File: src/rtl/core/assert_macros.svh
// ---------------------------------------------------------------------------
// assertion macros shared by the run extractor rtl
// ---------------------------------------------------------------------------
`ifndef ASSERT_MACROS_SVH
`define ASSERT_MACROS_SVH

// clocked property, switched off while reset is high
`define GBRE_ASSERT(label, clk, rst, prop, msg) \
   label: assert property (@(posedge clk) disable iff (rst) prop) \
      else $error(msg);

// clocked property that must also hold during reset
`define GBRE_ASSERT_ALWAYS(label, clk, prop, msg) \
   label: assert property (@(posedge clk) prop) else $error(msg);

`endif

File: src/rtl/core/gbre_pkg.sv
// ---------------------------------------------------------------------------
// gbre_pkg
// Shared constants and types of the grid blocking run extractor.
// ---------------------------------------------------------------------------
`default_nettype none

package gbre_pkg;

   // configuration port
   localparam int CSR_IDX_W  = 3;
   localparam int CSR_DATA_W = 8;
   localparam int CSR_DIM_W  = 7;
   localparam int CODE_W     = 8;

   typedef logic [CSR_IDX_W-1:0] csr_index_type;

   localparam csr_index_type CSR_GRID_COLUMNS    = 3'd0;
   localparam csr_index_type CSR_GRID_ROWS       = 3'd1;
   localparam csr_index_type CSR_BLOCKING_CODE_A = 3'd2;
   localparam csr_index_type CSR_BLOCKING_CODE_B = 3'd3;
   localparam csr_index_type CSR_BLOCKING_CODE_C = 3'd4;

   localparam logic [CSR_DIM_W-1:0] GRID_DIM_RESET = 7'd64;

   // result field widths
   localparam int COL_FIELD_W = 6;
   localparam int ROW_FIELD_W = 6;
   localparam int LEN_FIELD_W = 7;

   // queue depths (powers of two)
   localparam int CMD_QUEUE_DEPTH = 4;
   localparam int RSP_QUEUE_DEPTH = 4;
   localparam int RSP_CNT_W       = $clog2(RSP_QUEUE_DEPTH + 1);

   typedef struct packed {
      logic                   is_vertical;
      logic [COL_FIELD_W-1:0] start_column;
      logic [ROW_FIELD_W-1:0] start_row;
      logic [LEN_FIELD_W-1:0] run_length;
      logic                   last_of_item;
   } rsp_type;

   // up to two results written per cell
   typedef struct packed {
      logic    push_first;
      logic    push_second;
      rsp_type first;
      rsp_type second;
   } rsp_write_type;

endpackage

`default_nettype wire

File: src/rtl/core/gbre_cmd_queue.sv
// ---------------------------------------------------------------------------
// gbre_cmd_queue
// Short queue of classified cells between the front end and the back end.
// ---------------------------------------------------------------------------
`default_nettype none
`include "assert_macros.svh"

module gbre_cmd_queue
   import gbre_pkg::*;
#(
   parameter int WIDTH = 16
) (
   input  wire logic             clock,
   input  wire logic             reset,
   input  wire logic             push,
   input  wire logic [WIDTH-1:0] push_data,
   output logic                  full,
   output logic                  valid,
   input  wire logic             pop,
   output logic [WIDTH-1:0]      head
);

   localparam int PTR_W = $clog2(CMD_QUEUE_DEPTH);
   localparam int CNT_W = $clog2(CMD_QUEUE_DEPTH + 1);

   logic [WIDTH-1:0] slot_ff [CMD_QUEUE_DEPTH];
   logic [PTR_W-1:0] wr_ptr_ff, wr_ptr_in;
   logic [PTR_W-1:0] rd_ptr_ff, rd_ptr_in;
   logic [CNT_W-1:0] count_ff, count_in;
   logic             do_push;
   logic             do_pop;

   assign full    = (count_ff == CNT_W'(CMD_QUEUE_DEPTH));
   assign valid   = (count_ff != '0);
   assign head    = slot_ff[rd_ptr_ff];
   assign do_push = push && !full;
   assign do_pop  = pop && valid;

   // pointer and fill count update
   always_comb begin
      wr_ptr_in = do_push ? wr_ptr_ff + PTR_W'(1) : wr_ptr_ff;
      rd_ptr_in = do_pop ? rd_ptr_ff + PTR_W'(1) : rd_ptr_ff;
      count_in  = count_ff + CNT_W'(do_push) - CNT_W'(do_pop);
   end

   always_ff @(posedge clock) begin
      if (reset) begin
         wr_ptr_ff <= '0;
         rd_ptr_ff <= '0;
         count_ff  <= '0;
      end else begin
         wr_ptr_ff <= wr_ptr_in;
         rd_ptr_ff <= rd_ptr_in;
         count_ff  <= count_in;
      end
   end

   // storage
   always_ff @(posedge clock) begin
      if (do_push) begin
         slot_ff[wr_ptr_ff] <= push_data;
      end
   end

   `GBRE_ASSERT(a_cmd_count_bound, clock, reset, count_ff <= CNT_W'(CMD_QUEUE_DEPTH), "cmd queue count beyond depth")

endmodule

`default_nettype wire

File: src/rtl/core/gbre_front.sv
// ---------------------------------------------------------------------------
// gbre_front
// Configuration registers, raster position counters and cell classification.
// ---------------------------------------------------------------------------
`default_nettype none
`include "assert_macros.svh"

module gbre_front
   import gbre_pkg::*;
#(
   parameter int MAX_COLUMNS = 64,
   parameter int MAX_ROWS    = 64
) (
   input  wire logic                  clock,
   input  wire logic                  reset,
   input  wire logic                  csr_we,
   input  wire csr_index_type         csr_index,
   input  wire logic [CSR_DATA_W-1:0] csr_wdata,
   input  wire logic                  push,
   input  wire logic [CODE_W-1:0]     req_cell_code,
   input  wire logic                  queue_full,
   output logic                       cmd_push,
   output logic [2+$clog2(MAX_COLUMNS)+$clog2(MAX_ROWS):0] cmd_data,
   output logic                       restart
);

   localparam int COL_W = $clog2(MAX_COLUMNS);
   localparam int ROW_W = $clog2(MAX_ROWS);
   localparam int CDW   = (COL_W + 1 > CSR_DIM_W) ? COL_W + 1 : CSR_DIM_W;
   localparam int RDW   = (ROW_W + 1 > CSR_DIM_W) ? ROW_W + 1 : CSR_DIM_W;

   typedef struct packed {
      logic             blocking;
      logic             last_col;
      logic             last_row;
      logic [COL_W-1:0] col;
      logic [ROW_W-1:0] row;
   } cell_cmd_type;

   logic [CSR_DIM_W-1:0] grid_columns_ff;
   logic [CSR_DIM_W-1:0] grid_rows_ff;
   logic [CODE_W-1:0]    code_a_ff;
   logic [CODE_W-1:0]    code_b_ff;
   logic [CODE_W-1:0]    code_c_ff;
   logic [COL_W-1:0]     col_ff, col_in;
   logic [ROW_W-1:0]     row_ff, row_in;
   logic [CDW-1:0]       cols_ext;
   logic [CDW-1:0]       cols_eff;
   logic [RDW-1:0]       rows_ext;
   logic [RDW-1:0]       rows_eff;
   logic                 last_col;
   logic                 last_row;
   logic                 accept;
   cell_cmd_type         cmd;

   // configuration registers
   always_ff @(posedge clock) begin
      if (reset) begin
         grid_columns_ff <= GRID_DIM_RESET;
         grid_rows_ff    <= GRID_DIM_RESET;
         code_a_ff       <= '0;
         code_b_ff       <= '0;
         code_c_ff       <= '0;
      end else if (csr_we) begin
         unique case (csr_index)
            CSR_GRID_COLUMNS:    grid_columns_ff <= csr_wdata[CSR_DIM_W-1:0];
            CSR_GRID_ROWS:       grid_rows_ff    <= csr_wdata[CSR_DIM_W-1:0];
            CSR_BLOCKING_CODE_A: code_a_ff       <= csr_wdata;
            CSR_BLOCKING_CODE_B: code_b_ff       <= csr_wdata;
            CSR_BLOCKING_CODE_C: code_c_ff       <= csr_wdata;
            default: ;
         endcase
      end
   end

   // a geometry write starts a fresh grid
   assign restart = csr_we && (csr_index == CSR_GRID_COLUMNS || csr_index == CSR_GRID_ROWS);

   // effective geometry: zero acts as one, large values saturate
   always_comb begin
      cols_ext = CDW'(grid_columns_ff);
      rows_ext = RDW'(grid_rows_ff);
      priority if (grid_columns_ff == '0) cols_eff = CDW'(1);
      else if (cols_ext > CDW'(MAX_COLUMNS)) cols_eff = CDW'(MAX_COLUMNS);
      else cols_eff = cols_ext;
      priority if (grid_rows_ff == '0) rows_eff = RDW'(1);
      else if (rows_ext > RDW'(MAX_ROWS)) rows_eff = RDW'(MAX_ROWS);
      else rows_eff = rows_ext;
   end

   assign last_col = (CDW'(col_ff) + CDW'(1)) >= cols_eff;
   assign last_row = (RDW'(row_ff) + RDW'(1)) >= rows_eff;
   assign accept   = push && !queue_full;

   // raster position
   always_comb begin
      col_in = col_ff;
      row_in = row_ff;
      if (accept) begin
         if (last_col) begin
            col_in = '0;
            row_in = last_row ? '0 : row_ff + ROW_W'(1);
         end else begin
            col_in = col_ff + COL_W'(1);
         end
      end
   end

   always_ff @(posedge clock) begin
      if (reset || restart) begin
         col_ff <= '0;
         row_ff <= '0;
      end else begin
         col_ff <= col_in;
         row_ff <= row_in;
      end
   end

   // classification
   always_comb begin
      cmd.blocking = (req_cell_code == code_a_ff) || (req_cell_code == code_b_ff) ||
                     (req_cell_code == code_c_ff);
      cmd.last_col = last_col;
      cmd.last_row = last_row;
      cmd.col      = col_ff;
      cmd.row      = row_ff;
   end

   assign cmd_push = accept;
   assign cmd_data = cmd;

   `GBRE_ASSERT(a_col_in_grid, clock, reset, CDW'(col_ff) < cols_eff, "column counter outside grid")
   `GBRE_ASSERT(a_row_in_grid, clock, reset, RDW'(row_ff) < rows_eff, "row counter outside grid")

endmodule

`default_nettype wire

File: src/rtl/core/gbre_back.sv
// ---------------------------------------------------------------------------
// gbre_back
// Run tracking: horizontal run state, line memory of the row above and
// result generation.
// ---------------------------------------------------------------------------
`default_nettype none
`include "assert_macros.svh"

module gbre_back
   import gbre_pkg::*;
#(
   parameter int MAX_COLUMNS = 64,
   parameter int MAX_ROWS    = 64
) (
   input  wire logic                 clock,
   input  wire logic                 reset,
   input  wire logic                 restart,
   input  wire logic                 cmd_valid,
   input  wire logic [2+$clog2(MAX_COLUMNS)+$clog2(MAX_ROWS):0] cmd_data,
   output logic                      cmd_pop,
   input  wire logic [RSP_CNT_W-1:0] rsp_free,
   output rsp_write_type             rsp_wr
);

   localparam int COL_W = $clog2(MAX_COLUMNS);
   localparam int ROW_W = $clog2(MAX_ROWS);
   localparam int MEM_W = 1 + ROW_W;

   typedef struct packed {
      logic             blocking;
      logic             last_col;
      logic             last_row;
      logic [COL_W-1:0] col;
      logic [ROW_W-1:0] row;
   } cell_cmd_type;

   cell_cmd_type     next_cmd;
   cell_cmd_type     s1_cmd_ff;
   logic             s1_valid_ff, s1_valid_in;
   logic             s1_fire;

   // line memory: blocking bit and vertical start row per column
   logic [MEM_W-1:0] line_mem [MAX_COLUMNS];
   logic [MEM_W-1:0] rd_word_ff;
   logic [MEM_W-1:0] wr_word;
   logic             bypass;

   // horizontal run state
   logic             h_active_ff, h_active_in;
   logic [COL_W-1:0] h_col_ff, h_col_in;
   logic             h_above_ff, h_above_in;

   logic             b;
   logic             above;
   logic             act;
   logic             h_end;
   logic             h_emit;
   logic [COL_W:0]   h_len;
   logic [ROW_W-1:0] v_start;
   logic             v_end;
   logic             v_emit;
   logic [ROW_W:0]   v_len;
   logic [1:0]       n_results;

   logic [COL_W+COL_FIELD_W-1:0] h_col_wide;
   logic [COL_W+COL_FIELD_W-1:0] v_col_wide;
   logic [ROW_W+ROW_FIELD_W-1:0] h_row_wide;
   logic [ROW_W+ROW_FIELD_W-1:0] v_row_wide;
   logic [COL_W+LEN_FIELD_W:0]   h_len_wide;
   logic [ROW_W+LEN_FIELD_W:0]   v_len_wide;
   rsp_type                      h_rsp;
   rsp_type                      v_rsp;

   assign next_cmd = cmd_data;

   // horizontal runs
   always_comb begin
      b           = s1_cmd_ff.blocking;
      above       = rd_word_ff[MEM_W-1] && (s1_cmd_ff.row != '0);
      act         = h_active_ff || b;
      h_col_in    = h_active_ff ? h_col_ff : s1_cmd_ff.col;
      h_above_in  = h_active_ff ? h_above_ff : above;
      h_end       = act && (!b || s1_cmd_ff.last_col);
      h_len       = (b ? {1'b0, s1_cmd_ff.col} + (COL_W+1)'(1) : {1'b0, s1_cmd_ff.col}) -
                    {1'b0, h_col_in};
      h_emit      = h_end && ((h_len > (COL_W+1)'(1)) || !h_above_in);
      h_active_in = act && !h_end;
   end

   // vertical runs
   always_comb begin
      v_start = (b && !above) ? s1_cmd_ff.row : rd_word_ff[ROW_W-1:0];
      v_end   = (above && !b) || (b && s1_cmd_ff.last_row);
      v_len   = (b ? {1'b0, s1_cmd_ff.row} + (ROW_W+1)'(1) : {1'b0, s1_cmd_ff.row}) -
                {1'b0, v_start};
      v_emit  = v_end && (v_len > (ROW_W+1)'(1));
      wr_word = {b && !s1_cmd_ff.last_row, v_start};
   end

   // result formatting, fields taken modulo their widths
   always_comb begin
      h_col_wide = {{COL_FIELD_W{1'b0}}, h_col_in};
      v_col_wide = {{COL_FIELD_W{1'b0}}, s1_cmd_ff.col};
      h_row_wide = {{ROW_FIELD_W{1'b0}}, s1_cmd_ff.row};
      v_row_wide = {{ROW_FIELD_W{1'b0}}, v_start};
      h_len_wide = {{LEN_FIELD_W{1'b0}}, h_len};
      v_len_wide = {{LEN_FIELD_W{1'b0}}, v_len};

      h_rsp.is_vertical  = 1'b0;
      h_rsp.start_column = h_col_wide[COL_FIELD_W-1:0];
      h_rsp.start_row    = h_row_wide[ROW_FIELD_W-1:0];
      h_rsp.run_length   = h_len_wide[LEN_FIELD_W-1:0];
      h_rsp.last_of_item = !v_emit;

      v_rsp.is_vertical  = 1'b1;
      v_rsp.start_column = v_col_wide[COL_FIELD_W-1:0];
      v_rsp.start_row    = v_row_wide[ROW_FIELD_W-1:0];
      v_rsp.run_length   = v_len_wide[LEN_FIELD_W-1:0];
      v_rsp.last_of_item = 1'b1;
   end

   // stage completes once the result queue has room for what it produces
   assign n_results = {1'b0, h_emit} + {1'b0, v_emit};
   assign s1_fire   = s1_valid_ff && (RSP_CNT_W'(n_results) <= rsp_free);
   assign cmd_pop   = cmd_valid && (!s1_valid_ff || s1_fire);

   always_comb begin
      rsp_wr.push_first  = s1_fire && (h_emit || v_emit);
      rsp_wr.push_second = s1_fire && h_emit && v_emit;
      rsp_wr.first       = h_emit ? h_rsp : v_rsp;
      rsp_wr.second      = v_rsp;
   end

   // stage register
   always_comb begin
      priority if (cmd_pop) s1_valid_in = 1'b1;
      else if (s1_fire) s1_valid_in = 1'b0;
      else s1_valid_in = s1_valid_ff;
   end

   always_ff @(posedge clock) begin
      if (reset) begin
         s1_valid_ff <= 1'b0;
      end else begin
         s1_valid_ff <= s1_valid_in;
      end
   end

   always_ff @(posedge clock) begin
      if (cmd_pop) begin
         s1_cmd_ff <= next_cmd;
      end
   end

   // horizontal state update
   always_ff @(posedge clock) begin
      if (reset || restart) begin
         h_active_ff <= 1'b0;
      end else if (s1_fire) begin
         h_active_ff <= h_active_in;
      end
   end

   always_ff @(posedge clock) begin
      if (s1_fire) begin
         h_col_ff   <= h_col_in;
         h_above_ff <= h_above_in;
      end
   end

   // line memory write, and registered read with forwarding for one-column grids
   assign bypass = s1_fire && (next_cmd.col == s1_cmd_ff.col);

   always_ff @(posedge clock) begin
      if (s1_fire) begin
         line_mem[s1_cmd_ff.col] <= wr_word;
      end
   end

   always_ff @(posedge clock) begin
      if (cmd_pop) begin
         rd_word_ff <= bypass ? wr_word : line_mem[next_cmd.col];
      end
   end

   `GBRE_ASSERT(a_row_end_closes_run, clock, reset, s1_fire && s1_cmd_ff.last_col |=> !h_active_ff, "horizontal run left open past row end")
   `GBRE_ASSERT(a_h_len_nonzero, clock, reset, s1_fire && h_emit |-> h_len != '0, "horizontal run of zero length")

endmodule

`default_nettype wire

File: src/rtl/core/gbre_rsp_queue.sv
// ---------------------------------------------------------------------------
// gbre_rsp_queue
// Result queue taking up to two results per cycle and giving one.
// ---------------------------------------------------------------------------
`default_nettype none
`include "assert_macros.svh"

module gbre_rsp_queue
   import gbre_pkg::*;
(
   input  wire logic          clock,
   input  wire logic          reset,
   input  wire rsp_write_type rsp_wr,
   output logic [RSP_CNT_W-1:0] free,
   output logic               empty,
   input  wire logic          pop,
   output rsp_type            head
);

   localparam int PTR_W = $clog2(RSP_QUEUE_DEPTH);

   rsp_type              slot_ff [RSP_QUEUE_DEPTH];
   logic [PTR_W-1:0]     wr_ptr_ff, wr_ptr_in;
   logic [PTR_W-1:0]     rd_ptr_ff, rd_ptr_in;
   logic [RSP_CNT_W-1:0] count_ff, count_in;
   logic [RSP_CNT_W-1:0] n_push;
   logic                 do_pop;

   assign empty  = (count_ff == '0);
   assign free   = RSP_CNT_W'(RSP_QUEUE_DEPTH) - count_ff;
   assign head   = slot_ff[rd_ptr_ff];
   assign do_pop = pop && !empty;
   assign n_push = RSP_CNT_W'(rsp_wr.push_first) + RSP_CNT_W'(rsp_wr.push_second);

   // pointer and fill count update
   always_comb begin
      wr_ptr_in = wr_ptr_ff + PTR_W'(n_push);
      rd_ptr_in = do_pop ? rd_ptr_ff + PTR_W'(1) : rd_ptr_ff;
      count_in  = count_ff + n_push - RSP_CNT_W'(do_pop);
   end

   always_ff @(posedge clock) begin
      if (reset) begin
         wr_ptr_ff <= '0;
         rd_ptr_ff <= '0;
         count_ff  <= '0;
      end else begin
         wr_ptr_ff <= wr_ptr_in;
         rd_ptr_ff <= rd_ptr_in;
         count_ff  <= count_in;
      end
   end

   // storage, second result goes in the slot after the first
   always_ff @(posedge clock) begin
      if (rsp_wr.push_first) begin
         slot_ff[wr_ptr_ff] <= rsp_wr.first;
      end
      if (rsp_wr.push_second) begin
         slot_ff[wr_ptr_ff + PTR_W'(1)] <= rsp_wr.second;
      end
   end

   `GBRE_ASSERT(a_rsp_count_bound, clock, reset, count_ff <= RSP_CNT_W'(RSP_QUEUE_DEPTH), "result queue count beyond depth")
   `GBRE_ASSERT(a_second_needs_first, clock, reset, rsp_wr.push_second |-> rsp_wr.push_first, "second result written without first")

endmodule

`default_nettype wire

File: src/rtl/core/grid_blocking_run_extractor.sv
// ---------------------------------------------------------------------------
// grid_blocking_run_extractor
// Extracts horizontal and vertical runs of blocking cells from a raster grid.
// ---------------------------------------------------------------------------
// Cells enter one per cycle in raster order through push/full; a cell blocks
// when its code matches any of the three blocking codes. Each run comes out
// through empty/pop as start column, start row, length and direction at the
// cell that ends it, so runs appear in order of their end, with the horizontal
// result first when one cell closes both kinds; last_of_item marks the final
// result of a cell. Throughput is one cell per clock: the back end handles a
// cell per cycle and only waits when the result queue lacks room for what the
// current cell produces, with room counted before this cycle's pop. That
// happens when the receiver holds off pop, or when cells close runs faster
// than one result per cycle, as around a cell that closes two runs. A cell
// passes the command queue, stage register and result queue. The row above
// is held in a line memory of MAX_COLUMNS entries, read as the cell enters the
// stage register; it needs no clearing after reset because cells of row 0
// never look at it. Writing grid_columns or grid_rows restarts the grid at
// row 0, column 0 and must only be done while no cell or result is in flight.
// ---------------------------------------------------------------------------
`default_nettype none
`include "assert_macros.svh"

module grid_blocking_run_extractor
   import gbre_pkg::*;
#(
   parameter int MAX_COLUMNS = 64,
   parameter int MAX_ROWS    = 64
) (
   input  wire logic                   clock,
   input  wire logic                   reset,
   // configuration
   input  wire logic                   csr_we,
   input  wire logic [CSR_IDX_W-1:0]   csr_index,
   input  wire logic [CSR_DATA_W-1:0]  csr_wdata,
   // cells
   input  wire logic                   push,
   output logic                        full,
   input  wire logic [CODE_W-1:0]      req_cell_code,
   // runs
   output logic                        empty,
   input  wire logic                   pop,
   output logic                        rsp_is_vertical,
   output logic [COL_FIELD_W-1:0]      rsp_start_column,
   output logic [ROW_FIELD_W-1:0]      rsp_start_row,
   output logic [LEN_FIELD_W-1:0]      rsp_run_length,
   output logic                        rsp_last_of_item
);

   localparam int CMD_W = 3 + $clog2(MAX_COLUMNS) + $clog2(MAX_ROWS);

   logic                 cmd_push;
   logic [CMD_W-1:0]     cmd_in_data;
   logic                 cmd_full;
   logic                 cmd_valid;
   logic                 cmd_pop;
   logic [CMD_W-1:0]     cmd_head;
   logic                 restart;
   logic [RSP_CNT_W-1:0] rsp_free;
   rsp_write_type        rsp_wr;
   rsp_type              rsp_head;
   logic                 rsp_empty;

   // front end: configuration, position and classification
   gbre_front #(
      .MAX_COLUMNS (MAX_COLUMNS),
      .MAX_ROWS    (MAX_ROWS)
   ) u_front (
      .clock         (clock),
      .reset         (reset),
      .csr_we        (csr_we),
      .csr_index     (csr_index),
      .csr_wdata     (csr_wdata),
      .push          (push),
      .req_cell_code (req_cell_code),
      .queue_full    (cmd_full),
      .cmd_push      (cmd_push),
      .cmd_data      (cmd_in_data),
      .restart       (restart)
   );

   // decoupling queue
   gbre_cmd_queue #(
      .WIDTH (CMD_W)
   ) u_cmd_queue (
      .clock     (clock),
      .reset     (reset),
      .push      (cmd_push),
      .push_data (cmd_in_data),
      .full      (cmd_full),
      .valid     (cmd_valid),
      .pop       (cmd_pop),
      .head      (cmd_head)
   );

   // back end: run tracking
   gbre_back #(
      .MAX_COLUMNS (MAX_COLUMNS),
      .MAX_ROWS    (MAX_ROWS)
   ) u_back (
      .clock     (clock),
      .reset     (reset),
      .restart   (restart),
      .cmd_valid (cmd_valid),
      .cmd_data  (cmd_head),
      .cmd_pop   (cmd_pop),
      .rsp_free  (rsp_free),
      .rsp_wr    (rsp_wr)
   );

   // result queue
   gbre_rsp_queue u_rsp_queue (
      .clock  (clock),
      .reset  (reset),
      .rsp_wr (rsp_wr),
      .free   (rsp_free),
      .empty  (rsp_empty),
      .pop    (pop),
      .head   (rsp_head)
   );

   assign full             = cmd_full;
   assign empty            = rsp_empty;
   assign rsp_is_vertical  = rsp_head.is_vertical;
   assign rsp_start_column = rsp_head.start_column;
   assign rsp_start_row    = rsp_head.start_row;
   assign rsp_run_length   = rsp_head.run_length;
   assign rsp_last_of_item = rsp_head.last_of_item;

   `GBRE_ASSERT(a_pop_stalls_on_empty, clock, reset, $past(!cmd_valid) && !cmd_valid |-> !$past(cmd_pop), "back end popped an empty queue")
   `GBRE_ASSERT(a_result_length_nonzero, clock, reset, !rsp_empty |-> rsp_run_length != '0, "result with zero length")

endmodule

`default_nettype wire

File: config.mk
export PLATFORM = sky130hd
export DESIGN_NAME = grid_blocking_run_extractor
export DESIGN_NICKNAME = d
export VERILOG_FILES = /design/src/rtl/core/gbre_pkg.sv /design/src/rtl/core/gbre_cmd_queue.sv /design/src/rtl/core/gbre_front.sv /design/src/rtl/core/gbre_back.sv /design/src/rtl/core/gbre_rsp_queue.sv /design/src/rtl/core/grid_blocking_run_extractor.sv
export VERILOG_INCLUDE_DIRS = /design/src /design/src/rtl/core
export SDC_FILE = /design/constraint.sdc
export NUM_CORES = 1
export LEC_CHECK = 0
export BUFFER_PORTS_ARGS = -buffer_cell sky130_fd_sc_hd__buf_2
export CORE_MARGIN = 5
export CORE_UTILIZATION = 55
export DETAILED_ROUTE_END_ITERATION = 10
export PLACE_DENSITY = 0.76
export RECOVER_POWER = 25
export SETUP_SLACK_MARGIN = 0.2
export SYNTH_ARGS = -nofsm -noshare
export SYNTH_HDL_FRONTEND = slang
export SYNTH_SLANG_ARGS = --single-unit
File: constraint.sdc
create_clock -name clock -period 11.5 [get_ports clock]
set_clock_uncertainty 0.15 [all_clocks]
set_input_delay 0.575 -clock clock [delete_from_list [all_inputs] [get_ports clock]]
set_output_delay 0.575 -clock clock [all_outputs]
set_load 0.02 [all_outputs]
==> results.ini <==
[outcome]
outcome = complete, but fails checks
violations = max-capacitance violations, max-slew violations

[timing]
finalCritPeriodShare_pct = 72.4
layout_min_cycle_time_ps = 8330
rsz0062_at_grt = no
setup_viol_count_final = 0
max_freq_mhz = 120
fin_tns_setup_ps = 0
finalHoldViolCount = 0
relSlewSlack_pct = -131
slew_violations = 133
worst_pin_slew_ps = 3460

[global_route]
grt_use_total_pct = 23.4
grt_overflow = 0
grt_max_degree = 148
antenna_found_initial = 0
grt_pass1_wl_um = 108000
grt_pass1_vias = 18400

[floorplan]
core_um2 = 52900
start_util_pct = 55.8
die_x_um = 242
ios = 47
die-area_um2 = 58400
row_count = 84
die_height_um = 242

[logic_synthesis]
synth_top_area_share_pct = 62.4
yosys_most_used_dff = edfxtp_1
yosysMostFrequentCell = edfxtp_1
ys_warn_count = 0
synthTopCellsByCount = 613 x edfxtp_1, 412 x nand2_1, 130 x nor2_1, 78 x dfxtp_1, 74 x nand3_1
yosysTopAreaCell = edfxtp_1
synthDistinctLibCells = 70
synth_edf_count = 613
synth_cells = 2193
ys_ff_latch = 691
yosysSeqAreaShare_pct = 67.7
syn_area_per_cell_um2 = 13.5
synthTopCellsByArea = edfxtp_1 62%, dfxtp_1 5.3%, nand2_1 5.2%, mux4_2 5.0%, ha_1 2.0%
async_flop_share_pct = 0
synth_area_um2 = 29500
syn-num-nets = 2269

[power]
power_frac_comb_pct = 39.2
clkPwrFrac_pct = 23.2
switchingPower_mw = 3.73
finalPower_mw = 9.51
p_int_mw = 5.78
powerDensity_nw_per_um2 = 293
ir_drop_mv = 0.200
leakage_nw = 11.0
switching_share_pct = 39.3
seqPwrFrac_pct = 37.6

[finish]
final_util_pct = 61.4
finalNetCount = 2302
n_fill_cell = 3872
post_layout_nonfiller_instances = 2968
diodes = 0
synthToLayoutAreaGrowth_pct = 9.94
layout-drive-gt1-share_pct = 10.2

[cts]
clkTransAtPathRegs_ps = 60
cts-resized-gates = 0
cts_tree = yes
cts.htree.levels = 3
clock_latency_ps = 610
cts.path.max_buffers = 3
clock-sinks = 691
hold_buffers = 0
cts_buffers = 70
root_buffer = clkbuf_16
post_cts_buffers = 0

[setup_path]
critPathCaptureType = register
cp-start-kind = register
worstPathArrival_ps = 8410
critical_path_class = reg2reg
reg2regPathDepth = 26
required_ps = 11580
crit_path_max_fanout = 19

[job]
drv_cap = 2

[route]
final_antenna_net_count = 0
route.detailed.drc = 0
wl_um = 69700
drt-initial-drc-count = 2250
wl_per_cell_um = 23.5
first_pass_iters = 6
vias_per_cell = 6.29
vias = 18700

[placed_design]
post-place-cells = 2842
gp_congestion = 0.948
dp_hpwl_um = 43200
io_buffer_count = 46

[min_path]
hp-class = in2reg
min_path_cells = 3

## per-layer routing
metal / global-route usage, % / up-vias / wire [um]
li1: - / 8293 / -
met4: 9.23 / 0 / 2650
met3: 5.13 / 192 / 6620
met1: 32.1 / 9154 / 27600
met2: 37.2 / 1044 / 32800
met5: 0 / - / 0
## cell usage in the layout, fill, tap and decap left out, types with 9 or more instances in the layout
cell	netlist	layout
buf_4	3	17
xor2_1	16	16
nand3_1	74	74
nand2_1	412	412
nor2b_1	40	40
a211oi_1	33	33
dfxtp_1	78	78
ha_1	48	48
clkbuf_1	54	46
a31oi_1	40	40
mux4_2	65	65
a32oi_1	13	13
mux2i_1	27	27
nand4_1	18	18
o22ai_1	58	58
clkinv_2	0	15
o211ai_1	10	10
a32o_1	9	9
clkinv_1	8	16
nand2b_1	11	11
inv_1	49	44
xnor2_1	45	45
and3_1	33	33
clkbuf_16	0	73
buf_2	35	20
edfxtp_1	613	613
a21o_1	9	9
nor2_1	130	129
nor3_1	17	17
a22oi_1	10	10
o21ai_0	52	54
a21oi_1	68	67
## final cells by class
| type | count | area [um^2] | share of cell area [%] |
|---|---|---|---|
| clock inverters | 36 | 302 | 0.930 |
| well taps | 688 | 861 | 2.65 |
| inverters | 58 | 225 | 0.694 |
| multi-input cells | 1338 | 8840 | 27.3 |
| clock buffers | 90 | 1900 | 5.86 |
| repair buffers | 67 | 340 | 1.05 |
| flip-flops and latches | 691 | 20000 | 61.6 |
## cells by family (layout without fill, tap and decap cells)
family / Yosys count / in the layout / synth area share (%)
flip-flops: 691 / 691 / 67.7
buffers and inverters: 164 / 251 / 2.40
adder cells (fa/ha/maj): 52 / 52 / 2.31
AND/OR/NAND/NOR: 767 / 767 / 11.4
multiplexers: 96 / 96 / 6.03
AO/OA/AOI/OAI: 362 / 362 / 8.42
XOR/XNOR: 61 / 61 / 1.81
## sequential cells by signal, summed over array words and instances, names as in the netlist, 2 cells and up, named ones only
name,flops
u_front.col_ff,6
u_rsp_queue.wr_ptr_ff,2
u_cmd_queue.slot_ff,60
u_rsp_queue.slot_ff,84
u_front.cols_ext,7
u_back.s1_cmd_ff,2
u_front.grid_rows_ff,7
u_back.line_mem,448
u_back.rd_word_ff,7
u_front.code_a_ff,8
u_rsp_queue.count_ff,3
u_rsp_queue.rd_ptr_ff,2
u_cmd_queue.rd_ptr_ff,2
u_cmd_queue.count_ff,3
u_front.row_ff,6
u_cmd_queue.wr_ptr_ff,2
u_back.h_row_wide,6
u_front.code_b_ff,8
u_back.h_col_ff,6
u_front.code_c_ff,8
u_back.rsp_wr,6
## through the flow
| step | cell area (um^2) | hold slack, ps | worst slack, ps |
|---|---|---|---|
| floorplan | 29500 | 286 | 3250 |
| global placement | 30300 | 299 | 3790 |
| detailed placement | 30300 | 308 | 3500 |
| CTS | 32500 | 83.0 | 3470 |
| global route | 32400 | 114 | 2660 |
| finish | 32400 | 111 | 3170 |
## power groups by stage
| stage | Clock, mW | Sequential, mW | Combinational [mW] |
|---|---|---|---|
| 3_5_place_dp | 0 | 3.61 | 3.67 |
| 6_report | 2.20 | 3.58 | 3.73 |
| 5_1_grt | 2.33 | 3.60 | 4.00 |
| 3_3_place_gp | 0 | 3.60 | 3.59 |
| 4_1_cts | 2.22 | 3.56 | 3.70 |
| 2_1_floorplan | 0 | 3.51 | 2.52 |
## critical path, cell delays in order, from the launching register on
cell      delay, ps
edfxtp_1        420
inv_1           240
ha_1            210
or4b_1          420
o21ai_0         350
nand2_1         320
nor2_1          180
a21oi_1         110
clkinv_1        100
ha_1            200
fa_1            230
nor2b_1          60
o21ai_0         240
a21oi_1         140
or2_2           290
o311ai_1        870
a31o_2          320
inv_1            50
ha_1            240
ha_1            320
nor2b_1         130
o211ai_1        200
nand2_1         340
inv_1           580
and3_1          310
nand2_1         140
nand2_1         760
## final timing paths
check	startpoint	endpoint	slack, ps
max	u_back.h_row_wide[1]	u_rsp_queue.slot_ff[0][8]	3170
min	csr_wdata[7]	u_front.code_a_ff[7]	110
max reg2reg	u_back.h_row_wide[1]	u_rsp_queue.slot_ff[0][8]	3170
min reg2reg	u_front.grid_rows_ff[0]	u_front.grid_rows_ff[0]	310
Power figures use the tool's default switching activity.
